`config.mk`:
```
export PLATFORM = sky130hd
export DESIGN_NAME = pbsc_edge_div
export DESIGN_NICKNAME = d
export VERILOG_FILES = /design/src/assert_macros.svh /design/src/pbsc_pkg.sv /design/src/pbsc_edge_div.sv
export SDC_FILE = /design/constraint.sdc
export NUM_CORES = 2
export LEC_CHECK = 0
export ABC_AREA = 1
export BUFFER_PORTS_ARGS = -buffer_cell sky130_fd_sc_hd__buf_4
export CORE_MARGIN = 2
export CORE_UTILIZATION = 39
export CTS_CLUSTER_SIZE = 10
export DETAILED_ROUTE_END_ITERATION = 8
export SLEW_MARGIN = 20
export SYNTH_ARGS = -nofsm -noshare
export SYNTH_HDL_FRONTEND = slang
export SYNTH_SLANG_ARGS = --single-unit
```
`constraint.sdc`:
```
create_clock -name clk -period 10.51 [get_ports clk]
set_input_delay 0.5255 -clock clk [delete_from_list [all_inputs] [get_ports clk]]
set_output_delay 0.5255 -clock clk [all_outputs]
set_load 0.1 [all_outputs]
```
`src/assert_macros.svh`:
```
// ----------------------------------------------------------------------------
// assertion macros
// clocked assertion wrappers, compiled out when NO_ASSERTIONS is set
// ----------------------------------------------------------------------------
`ifndef ASSERT_MACROS_SVH
`define ASSERT_MACROS_SVH

`ifndef NO_ASSERTIONS
`define ASSERT_CLK(label, prop, msg) \
  label: assert property (@(posedge clk) disable iff (!rst_n) prop) else $error(msg);
`define ASSERT_NEVER(label, expr, msg) \
  label: assert property (@(posedge clk) disable iff (!rst_n) !(expr)) else $error(msg);
`else
`define ASSERT_CLK(label, prop, msg)
`define ASSERT_NEVER(label, expr, msg)
`endif

`endif

```
`src/pbsc_pkg.sv`:
```
// ----------------------------------------------------------------------------
// pbsc_pkg
// widths, register indexes and pipeline sizes of the plane/box section block
// ----------------------------------------------------------------------------
package pbsc_pkg;

  localparam int NORM_W    = 18;
  localparam int COORD_W   = 32;
  localparam int SIZE_W    = 31;
  localparam int CNT_W     = 4;
  localparam int CFG_IDX_W = 2;
  localparam int NUM_EDGES = 12;

  // edge numerator and its magnitude
  localparam int NUM_W = 52;
  localparam int MAG_W = 51;

  // edge divider: quotient bits before saturation, remainder, stages
  localparam int QB          = 33;
  localparam int REM_W       = 18;
  localparam int EDIV_STEPS  = 4;
  localparam int EDIV_STAGES = (QB + EDIV_STEPS - 1) / EDIV_STEPS;
  localparam int EDIV_LAT    = EDIV_STAGES + 2;

  // mean divider
  localparam int SUM_W       = 36;
  localparam int MMAG_W      = 35;
  localparam int MREM_W      = 4;
  localparam int MDIV_STEPS  = 7;
  localparam int MDIV_STAGES = (MMAG_W + MDIV_STEPS - 1) / MDIV_STEPS;

  localparam logic [SIZE_W-1:0] SIZE_RESET = SIZE_W'(16777216);

  typedef enum logic [CFG_IDX_W-1:0] {
    REG_BOX_X = 2'd0,
    REG_BOX_Y = 2'd1,
    REG_BOX_Z = 2'd2
  } cfg_reg_t;

endpackage

```
`src/pbsc_edge_div.sv`:
```
// ----------------------------------------------------------------------------
// pbsc_edge_div
// pipelined signed division of one edge numerator by a normal component,
// truncating toward zero and saturating to the 32 bit range
// ----------------------------------------------------------------------------
module pbsc_edge_div (
  input  logic                                 clk,
  input  logic signed [pbsc_pkg::NUM_W-1:0]    num_i,
  input  logic signed [pbsc_pkg::NORM_W-1:0]   den_i,
  output logic signed [pbsc_pkg::COORD_W-1:0]  q_o
);

  localparam int ST = pbsc_pkg::EDIV_STAGES;
  localparam int QB = pbsc_pkg::QB;
  localparam int RW = pbsc_pkg::REM_W;
  localparam int NW = pbsc_pkg::NORM_W;
  localparam int MW = pbsc_pkg::MAG_W;
  localparam int CW = pbsc_pkg::COORD_W;

  logic [RW-1:0] rem_r  [ST+1];
  logic [QB-1:0] x_r    [ST+1];
  logic [NW-1:0] aden_r [ST+1];
  logic          neg_r  [ST+1];
  logic          ovf_r  [ST+1];

  logic [RW-1:0] rem_nxt [ST+1];
  logic [QB-1:0] x_nxt   [ST+1];
  logic [NW-1:0] aden_nxt;
  logic [MW-1:0] anum_nxt;
  logic signed [CW-1:0] q_nxt;
  logic signed [CW-1:0] q_r;

  always_comb begin
    logic [NW:0]   denw;
    logic [RW:0]   cand;
    logic          ge;
    logic [QB-1:0] qv;
    denw     = den_i[NW-1] ? (NW+1)'(-den_i) : {1'b0, den_i};
    aden_nxt = denw[NW-1:0];
    anum_nxt = num_i[pbsc_pkg::NUM_W-1] ? MW'(-num_i) : MW'(num_i);
    rem_nxt[0] = anum_nxt[MW-1:QB];
    x_nxt[0]   = anum_nxt[QB-1:0];
    cand = '0;
    ge   = 1'b0;
    // each stage runs a few restoring steps
    for (int j = 0; j < ST; j++) begin
      rem_nxt[j+1] = rem_r[j];
      x_nxt[j+1]   = x_r[j];
      for (int s = 0; s < pbsc_pkg::EDIV_STEPS; s++) begin
        if (j * pbsc_pkg::EDIV_STEPS + s < QB) begin
          cand = {rem_nxt[j+1], x_nxt[j+1][QB-1]};
          ge   = cand >= {1'b0, aden_r[j]};
          if (ge) begin
            cand = cand - {1'b0, aden_r[j]};
          end
          rem_nxt[j+1] = cand[RW-1:0];
          x_nxt[j+1]   = {x_nxt[j+1][QB-2:0], ge};
        end
      end
    end
    // sign and saturation
    qv = x_r[ST];
    if (neg_r[ST]) begin
      if (ovf_r[ST] || qv > {{(QB-CW){1'b0}}, 1'b1, {(CW-1){1'b0}}}) begin
        q_nxt = {1'b1, {(CW-1){1'b0}}};
      end else begin
        q_nxt = CW'(-qv);
      end
    end else begin
      if (ovf_r[ST] || qv > {{(QB-CW+1){1'b0}}, {(CW-1){1'b1}}}) begin
        q_nxt = {1'b0, {(CW-1){1'b1}}};
      end else begin
        q_nxt = CW'(qv);
      end
    end
  end

  always_ff @(posedge clk) begin
    rem_r[0]  <= rem_nxt[0];
    x_r[0]    <= x_nxt[0];
    aden_r[0] <= aden_nxt;
    neg_r[0]  <= num_i[pbsc_pkg::NUM_W-1] ^ den_i[NW-1];
    ovf_r[0]  <= anum_nxt[MW-1:QB] >= aden_nxt;
    for (int j = 0; j < ST; j++) begin
      rem_r[j+1]  <= rem_nxt[j+1];
      x_r[j+1]    <= x_nxt[j+1];
      aden_r[j+1] <= aden_r[j];
      neg_r[j+1]  <= neg_r[j];
      ovf_r[j+1]  <= ovf_r[j];
    end
    q_r <= q_nxt;
  end

  assign q_o = q_r;

endmodule

```
==> flow_summary.yaml <==
sta:
  fin_setup_tns_ns: 0
  timing.final.crit_share: 0.929
  fin_crit_ns: 9.77
  worst_pin_slew_ns: 0.912
  rsz0062_at_grt: "no"
  fmax_mhz: 102
  final-hold-violation-count: 0
  report.final.slew_viol_count: 0
  fin_skew_ns: 0.0237
  slew_headroom: 0.391
  finalSetupViolCount: 0
placement:
  routabilityCongestion: 0.972
  hpwl_mm: 139
  dpl_cell_area_um2: 56100
  numPortBuffers: 102
drt:
  routedWlPerCell_um: 17.7
  top_layer: "met5"
  drc: 0
  viasPerCell: 5.23
  drt-initial-drc-count: 4177
  wl_mm: 171
  wl_met3_mm: 10.8
  wl_met1_mm: 79.7
  first_pass_iters: 6
  wl_met2_mm: 75.1
  vias: 50455
  ant_nets: 0
clocking:
  clkLatencyLatePin_ns: 0.68
  cts-htree-levels: 3
  cts.sinks: 706
  cts_made_buffers: 87
  cts_setup_buffers: 0
  ctsLongestPathBuffers: 3
  root_buffer: "clkbuf_16"
  cts_tree: "yes"
  clk_pin_slew_worst_paths_ns: 0.06
worst_setup_path:
  reg2reg_depth: 45
  worstPathRequired_ns: 11.06
  crit_path_start_kind: "flip-flop"
  crit_arrival_ns: 10.32
  crit_type: "flip-flop to flip-flop"
  crit_path_end_kind: "flip-flop"
  cp_common_cell: "nand2_1"
  path_buf_inv: 4
  crit_fanout: 25
  cp_top_family: "simple AND/OR/NAND/NOR gates"
  worst_path_largest_cell_delay_ns: 0.68
  cpMaxStageDelayCell: "dfxtp_1"
  cp_num_cells: 45
synthesis:
  synth_enable_flop_cells: 0
  synth_warnings: 0
  synthFlopType: "dfxtp_1"
  async_flop_share: 0
  avgSynthCellArea_um2: 6.96
  synth_cell_type_count: 67
  yosysSeqAreaShare: 0.263
  synth_area_um2: 53600
  synth_cells: 7711
  synth_seq_cells: 706
  synth_nets: 8430
layout:
  areaGrowthSynthToFinish_pct: 9.61
  postLayoutCellArea_um2: 58800
  drive_gt1_frac: 0.0571
  final_net_count: 8532
grt:
  grt_pass1_vias: 46737
  grt_max_degree: 38
  antenna_found_initial: 8
  overflow: 0
  grt_pass1_wl_mm: 262
  grt_use_total: 0.236
floorplanning:
  die_x_um: 375
  std_cell_rows: 136
  die-area_um2: 141000
  die_h_um: 375
  coreArea_um2: 137000
  ios: 103
  start_util: 0.392
outcome:
  status: "finished clean"
hold_path:
  whs_path_depth: 2
  hp-class: "primary input to flip-flop"
run:
  maxCapViolCount: 0
-- synth_stat cells (30+ instances only) --
cell / instances / area share
o21ai_0: 397 / 0.037
nand2_2: 30 / 0.0035
fa_1: 32 / 0.012
nand3_1: 423 / 0.039
xnor2_1: 223 / 0.036
nand4_1: 84 / 0.0098
a21o_1: 49 / 0.0069
inv_1: 883 / 0.062
nand3b_1: 46 / 0.0064
o21ai_1: 122 / 0.011
a31oi_1: 41 / 0.0048
dfxtp_1: 706 / 0.26
ha_1: 616 / 0.14
buf_2: 37 / 0.0035
a21oi_1: 545 / 0.051
nand2_1: 2184 / 0.15
or2_2: 32 / 0.0037
nor3_1: 90 / 0.0084
nor2_1: 431 / 0.030
xor2_1: 319 / 0.052
-- final cells by class --
class | instances | area (um2)
clock buffers | 107 | 2400
flip-flops and latches | 706 | 14100
repair buffers | 132 | 996
inverters | 910 | 3420
fillers | 14175 | 78200
multi-input cells | 5976 | 35300
clock inverters | 15 | 277
diodes | 3 | 7.51
well taps | 1794 | 2240
-- path summary, 6_finish.rpt --
kind / from / endpoint / slack [ns]
setup / recovery: aden_r[2][1] / rem_r[3][2] / 0.74
hold / removal: num_i[21] / x_r[0][21] / 0.05
setup reg to reg: aden_r[2][1] / rem_r[3][2] / 0.74
hold reg to reg: x_r[4][26] / x_r[5][30] / 0.31
-- cells by family after synthesis --
logic type	synth area share
AOI/OAI and AO/OA	0.137
and+or+nand+nor	0.276
buffers and inverters	0.0789
DFF	0.263
xor gates and xnor gates	0.0885
adders and majority gates	0.156
-- cells in the final DEF, fill, tap and decap left out, types with 26 or more instances in the layout --
master | netlist | layout
a31oi_1 | 41 | 41
ha_1 | 616 | 616
nand2_2 | 30 | 30
and2_1 | 26 | 26
xor2_1 | 319 | 319
xnor2_1 | 223 | 223
nand3_1 | 423 | 423
nor2_1 | 431 | 431
o21ai_0 | 397 | 391
dfxtp_1 | 706 | 705
a21oi_1 | 545 | 545
fa_1 | 32 | 32
nand2_1 | 2184 | 2184
nand3b_1 | 46 | 46
buf_4 | 29 | 130
o21ai_1 | 122 | 128
or2_2 | 32 | 32
o21ai_2 | 28 | 28
clkbuf_16 | 0 | 90
o21bai_1 | 27 | 27
a21o_1 | 49 | 49
nor3_1 | 90 | 90
nand4_1 | 84 | 84
inv_1 | 883 | 883
-- through the flow --
| step | hold slack [ns] | instances | utilization | worst slack, ns |
|---|---|---|---|---|
| floorplan | 0.310 | 7711 | - | 3.10 |
| global placement | 0.310 | 9516 | 0.409 | 0.378 |
| detailed placement | 0.312 | 9516 | 0.409 | 0.499 |
| CTS | 0.00144 | 9640 | 0.429 | 0.439 |
| global route | 0.0127 | 9640 | 0.429 | 0.0898 |
| finish | 0.0527 | 9643 | 0.429 | 0.745 |
-- repair_timing --
action                     4_1_cts  5_1_grt
hold buffers                     2        0
hold endpoints to repair         2        0
setup endpoints to repair        0       57
gates resized for setup          0       15
-- worst reg2reg max path, delay by kind of cell (launching register included) --
| family | cells | cell delay [ns] |
|---|---|---|
| simple gates | 27 | 4.13 |
| compound gates | 10 | 2.54 |
| fa+ha+maj | 4 | 1.61 |
| flops | 1 | 0.68 |
| buf+inv | 4 | 0.66 |
-- state kept, by name, indices dropped and copies added (netlist names) --
name / flops
neg_r: 10
aden_r: 162
ovf_r: 10
q_o: 32
rem_r: 162
x_r: 330
-- routing by layer --
metal,track usage,up-vias
met5,0,-
met4,0.0703,4
met3,0.0300,281
met2,0.382,1588
met1,0.326,22994
li1,-,25588
Power is left out: the tool's default activity adds up to more than one toggle a clock period on the data nets, which glitch-free logic cannot reach.
